<file path="src/hw/rtl/smeu_pkg.sv">
// shared types, codes and widths of the stack machine execute unit
`default_nettype none

package smeu_pkg;

    localparam int KIND_W  = 4;
    localparam int DATA_W  = 32;
    localparam int VIDX_W  = 8;
    localparam int DEPTH_W = 7;
    localparam int INDEX_W = 16;
    localparam int TIME_W  = 32;

    localparam int STACK_DEPTH_DEF = 64;
    localparam int NUM_VARS_DEF    = 256;

    localparam logic [KIND_W-1:0] K_PUSH   = 4'd0;
    localparam logic [KIND_W-1:0] K_ADD    = 4'd1;
    localparam logic [KIND_W-1:0] K_SUB    = 4'd2;
    localparam logic [KIND_W-1:0] K_MUL    = 4'd3;
    localparam logic [KIND_W-1:0] K_READ   = 4'd4;
    localparam logic [KIND_W-1:0] K_WRITE  = 4'd5;
    localparam logic [KIND_W-1:0] K_JUMP   = 4'd6;
    localparam logic [KIND_W-1:0] K_JUMPZ  = 4'd7;
    localparam logic [KIND_W-1:0] K_ASSIGN = 4'd8;

    typedef struct packed {
        logic [KIND_W-1:0]        kind;
        logic signed [DATA_W-1:0] operand_value;
        logic [VIDX_W-1:0]        var_index;
        logic                     target_exists;
        logic                     target_empty;
        logic                     is_last;
    } item_t;

    typedef struct packed {
        logic signed [DATA_W-1:0] top_value;
        logic [DEPTH_W-1:0]       depth;
        logic [INDEX_W-1:0]       instr_index;
        logic                     redirect;
        logic                     running;
        logic                     bad_jump;
        logic                     overflow;
        logic [TIME_W-1:0]        step_time;
    } res_t;

    typedef struct packed {
        logic              en;
        logic [VIDX_W-1:0] idx;
        logic [DATA_W-1:0] data;
    } var_wr_t;

endpackage

`default_nettype wire

</file>
<file path="src/hw/rtl/smeu_out_buf.sv">
// two-entry result buffer: output register plus skid slot
`default_nettype none

module smeu_out_buf
    import smeu_pkg::*;
(
    input  wire logic aclk,
    input  wire logic aresetn,
    input  wire logic push,
    input  wire res_t push_data,
    output logic      room,
    output logic      m_valid,
    input  wire logic m_ready,
    output res_t      m_data
);

    logic head_valid_reg, head_valid_next;
    logic skid_valid_reg, skid_valid_next;
    res_t head_reg;
    res_t skid_reg;

    logic pop;
    logic head_load_new;
    logic head_load_skid;
    logic skid_load;

    assign pop = head_valid_reg && m_ready;

    always_comb begin
        head_valid_next = head_valid_reg;
        skid_valid_next = skid_valid_reg;
        head_load_new   = 1'b0;
        head_load_skid  = 1'b0;
        skid_load       = 1'b0;
        if (skid_valid_reg) begin
            if (pop) begin
                head_load_skid  = 1'b1;
                skid_valid_next = 1'b0;
            end
        end else if (push) begin
            if (!head_valid_reg || pop) begin
                head_load_new   = 1'b1;
                head_valid_next = 1'b1;
            end else begin
                skid_load       = 1'b1;
                skid_valid_next = 1'b1;
            end
        end else if (pop) begin
            head_valid_next = 1'b0;
        end
    end

    always_ff @(posedge aclk) begin
        if (head_load_new) begin
            head_reg <= push_data;
        end else if (head_load_skid) begin
            head_reg <= skid_reg;
        end
        if (skid_load) begin
            skid_reg <= push_data;
        end
    end

    always_ff @(posedge aclk) begin
        if (!aresetn) begin
            head_valid_reg <= 1'b0;
            skid_valid_reg <= 1'b0;
        end else begin
            head_valid_reg <= head_valid_next;
            skid_valid_reg <= skid_valid_next;
        end
    end

    assign room    = !skid_valid_reg;
    assign m_valid = head_valid_reg;
    assign m_data  = head_reg;

endmodule

`default_nettype wire

</file>
<file path="config.mk">
export PLATFORM = sky130hd
export DESIGN_NAME = smeu_out_buf
export DESIGN_NICKNAME = d
export VERILOG_FILES = /design/src/hw/rtl/smeu_pkg.sv /design/src/hw/rtl/smeu_out_buf.sv
export SDC_FILE = /design/constraint.sdc
export NUM_CORES = 1
export LEC_CHECK = 0
export ABC_CLOCK_PERIOD_IN_PS = 11700
export BUFFER_PORTS_ARGS = -buffer_cell sky130_fd_sc_hd__buf_4
export CAP_MARGIN = 25
export CORE_MARGIN = 2
export CORE_UTILIZATION = 44
export CTS_CLUSTER_SIZE = 25
export DETAILED_ROUTE_END_ITERATION = 8
export PLACE_DENSITY = 0.68
export SLEW_MARGIN = 20
export SYNTH_ARGS = -nofsm -noshare
export SYNTH_HDL_FRONTEND = slang
export SYNTH_SLANG_ARGS = --single-unit
</file>
<file path="constraint.sdc">
create_clock -name aclk -period 11.7 [get_ports aclk]
set_clock_uncertainty 0.2 [all_clocks]
set_input_delay 3.51 -clock aclk [delete_from_list [all_inputs] [get_ports aclk]]
set_output_delay 3.51 -clock aclk [all_outputs]
set_load 0.01 [all_outputs]
</file>
[Yosys cells after proc, flatten, opt, wreduce, memory -nomap -nowiden]
Index checks and enable logic that the tools add are counted.
Operators by class
  add/subtract/negate cells: 0
  multipliers: 0
  div/mod/pow operators: 0
  $lt $le $gt $ge: 0
  eq/ne operators: 1
  shift operators: 0
  multiplexer cells: 15
  bitwise operators: 1
  reductions and logical operators: 7
Operators with widths (number)
  2-to-1 mux 91 bit: 2
  2-to-1 mux 1 bit: 13
  nonzero test 2 bit: 2
  AND reduction 3 bit: 1
  zero test 1 bit: 2
  != test 2 x 1 -> 1 bit, second input constant: 1
  logical AND 1 bit: 1
  logical OR 1 bit: 1
  inverter 1 bit: 1
Word-level totals
  flip-flop bits (word level): 184
  bits in latches: 0
  memory bits (writable): 0
  bits in read-only memories: 0
  bits of input ports: 95
  output and inout port bits: 93
  word-level logic and storage cells: 42
  memories: 0

[Longest topological paths before layout]
  depth after elaboration: 6
  gate-level depth with buffers: 5
  depth with buffers taken out: 3

[Worst setup path after synthesis]
No wires, ideal clock.
  path kind: input to register
  start: in m_ready
  end: reg head_reg (netlist bit m_data[0]) (enable)
  setup time: 0.680 ns
  arrival: 10.235 ns
  path slack: 0.585 ns
  stages: 2
  cell sequence: nand2b_2 > a21boi_0
On the way
  longest elaborated chain between the ends: 6
  elaborated cells on any way between the ends: 8
  classes of those cells: 5 x mux; 3 x reduce/logical
RTL lines
  start: declaration: line smeu_out_buf.sv:13  | input wire logic m_ready,
  logical AND 1 bit *: line smeu_out_buf.sv:27  | assign pop = head_valid_reg && m_ready;
  logical OR 1 bit: line smeu_out_buf.sv:41  | if (!head_valid_reg || pop) begin
  2-to-1 mux 1 bit: line smeu_out_buf.sv:41
  2-to-1 mux 1 bit: line smeu_out_buf.sv:40  | end else if (push) begin
  2-to-1 mux 1 bit: line smeu_out_buf.sv:35  | if (skid_valid_reg) begin
  nonzero test 2 bit (no source line) *
  end signal: assignment: line smeu_out_buf.sv:55  | head_reg <= push_data;
  end signal: assignment: line smeu_out_buf.sv:57  | head_reg <= skid_reg;
  end: declaration: line smeu_out_buf.sv:19  | res_t head_reg;
Every way passes the cells marked *; elsewhere a longest branch is shown, timed or not.
A chain may end at the register's enable or synchronous reset.

[Worst setup path after layout]
  start: in m_ready
  end: reg head_reg (netlist bit m_data[58]) (data pin)
On the way
  longest elaborated chain between the ends: 6
RTL lines
  logical AND 1 bit: line smeu_out_buf.sv:27
  logical OR 1 bit: line smeu_out_buf.sv:41
  2-to-1 mux 1 bit: line smeu_out_buf.sv:41
  2-to-1 mux 1 bit: line smeu_out_buf.sv:40
  2-to-1 mux 1 bit: line smeu_out_buf.sv:35
  2-to-1 mux 91 bit: line smeu_out_buf.sv:54  | if (head_load_new) begin
Every way passes these cells.

==> impl_metrics.ini <==
[setup_path]
cp_max_fo = 34
cp.arrival_ns = 5.63
reg2regPathDepth = 5
cp-end-kind = register
r2r_start = m_valid$_SDFFE_PN0P_
ff2ff_setup_slack_ns = 8.88
required_ns = 11.67
cp-start-kind = input port
critical_path_class = input port to register
r2r_end = m_data[58]$_DFFE_PP_

[grt]
grt_max_degree = 81
use_met3 = 0.06983
top_usage_layer = met2
grt_first_pass_wirelength_mm = 19.56
gr-usage-all-layers = 0.1482
grt_use_met2 = 0.2284
overflow = 0
antenna_found_initial = 0
use_met1 = 0.1810
grt_pass1_vias = 3578

[final_layout]
multi_input_area_um2 = 1455
area.growth.synth_to_final_pct = 31.22
num_antenna_cells = 0
n_fill_cell = 1232
layout_common_cells = buf_4 (190), edfxtp_1 (182), mux2_4 (90), clkbuf_16 (17)
final_common_cell = buf_4
seqCellArea_um2 = 5505
final_area_um2 = 9360
drive_above_1_share = 0.6148
fin_nets = 596
final_cells = 730

[worst_hold_path]
hold_depth = 2
hold_path_end = skid_valid_reg$_SDFF_PN0_
min_path_type = register to register
min_from = skid_valid_reg$_SDFF_PN0_

[run]
cap_violations = 0

[clock_tree]
ctsHoldBuffers = 0
clock_path_buffers = 2
path_clk_slew_ns = 0.07
cts_tree = done
cts_root_buffer = clkbuf_16
cts_setup_buffers = 0
htreeDepth = 4
cts_resized = 0
clk_latency_ns = 0.42
cts_sinks = 184
numCtsBuffers = 17

[power_and_ir_drop]
internal_power_mw = 1.239
p_leak_nw = 3.783
switchingPower_mw = 0.3083
sequentialPowerShare = 0.504
p_per_area_nw_per_um2 = 165.3
power_frac_comb = 0.108
p_clk_frac = 0.388
sw_frac_of_total = 0.1992
irDropWorstVdd_uv = 107.2

[floorplanning]
rows = 46
core_um2 = 15890
pin_count = 188
fp.dieArea_um2 = 17250
start_util = 0.4490
fp.dieH_um = 131.3
fp.dieW_um = 131.3

[timing]
worstMarginPinSlew_ns = 0.7021
hold_viol_final = 0
period_needed_ns = 5.666
clock.fmax_mhz = 176.5
tns_ns = 0
post-route-period-util = 0.4842
slew_headroom = 0.5319
maxSlewViolCount = 0
rsz0062_at_grt = false
setup_viol = 0

[synthesis]
yosys_warnings = 0
syn_inst = 299
synthTopCellsByArea = edfxtp_1 (77%), mux2_4 (19%), buf_12 (2.5%)
ys_seq_area_frac = 0.7718
yosys.area.top_type = edfxtp_1
syn_area_um2 = 7133
ys_types = 14
syn_nets = 394
synth_area_per_cell_um2 = 23.86
synth_top_cell_area_share = 0.7662
ys_ff_latch = 184

[placement]
dp.cells = 696
dp_hpwl_mm = 8.385
routabilityCongestion = 0.7124
io_buffers = 187
placed_area_um2 = 8692

[drt]
drt_first_pass_iters = 4
via_count = 3371
ant_nets = 0
drt_wl_total_mm = 12.52
drtIter0Drc = 159
wire_per_inst_um = 17.15
post_drt_via_cell_ratio = 4.618
drc = 0

[run_status]
outcome = complete, no violations
## worst max path at each step
stage               cells past startpoint                   end  slack (ns)     from
floorplan                               2   m_data[0]$_DFFE_PP_        0.58  m_ready
global placement                        5  m_data[88]$_DFFE_PP_        5.46  m_ready
detailed placement                      5  m_data[88]$_DFFE_PP_        5.43  m_ready
CTS                                     5  m_data[88]$_DFFE_PP_        5.87  m_ready
global route                            6  m_data[62]$_DFFE_PP_        5.90  m_ready
finish                                  6  m_data[58]$_DFFE_PP_        6.03  m_ready
## layout make-up
cell class                 count  area share
sequential                   184      0.5882
inverter                       2   0.0008020
clock buffer                  24     0.05146
clock inverter                 8     0.01564
timing repair buffer         193      0.1596
multi-input combinational    103      0.1555
tap                          216     0.02887
## logic make-up (layout without fill, tap and decap cells)
group                  Yosys count  in the layout  share of synthesized area
multiplexers                    91             91                     0.1910
AND/OR/NAND/NOR                  8              8                   0.005789
flip-flops                     184            184                     0.7718
AO/OA/AOI/OAI                    4              4                   0.003506
buffers and inverters           12            227                    0.02789
## synthesized netlist by cell type (all sizes together)
cell type / instances
nand2: 4
dfxtp: 2
nor2: 2
mux2: 91
buf: 10
a21boi: 2
o21ai: 1
inv: 2
a21oi: 1
nand3: 1
nand2b: 1
edfxtp: 182
## layer usage
| layer | up-vias | routed length (um) |
|---|---|---|
| li1 | 1586 | - |
| met1 | 1635 | 5238 |
| met2 | 131 | 5890 |
| met3 | 19 | 1156 |
| met4 | 0 | 236 |
| met5 | - | 0 |
## metrics by stage
step / util / hold slack, ns / power, mW / setup slack, ns
finish: 0.5892 / 0.3382 / 1.547 / 6.034
global route: 0.5892 / 0.3481 / 1.599 / 5.901
CTS: 0.5867 / 0.3423 / 1.562 / 5.875
detailed placement: 0.5472 / 0.3291 / 0.9629 / 5.425
global placement: 0.5454 / 0.2911 / 0.9577 / 5.464
floorplan: - / 0.2750 / 0.8939 / 0.5847
## worst max-delay path: stages
cell	delay, ns
buf_4	0.12
nand2b_2	0.22
nand3_4	0.53
buf_4	0.58
buf_12	0.31
mux2_4	0.33
## power by group through the flow
stage	Clock, mW	Combinational [mW]	Sequential [mW]
global placement	0	0.164	0.793
detailed placement	0	0.169	0.794
floorplan	0	0.0798	0.814
global route	0.638	0.179	0.782
CTS	0.613	0.169	0.780
finish	0.601	0.167	0.779
(Power assumes the default switching activity.)
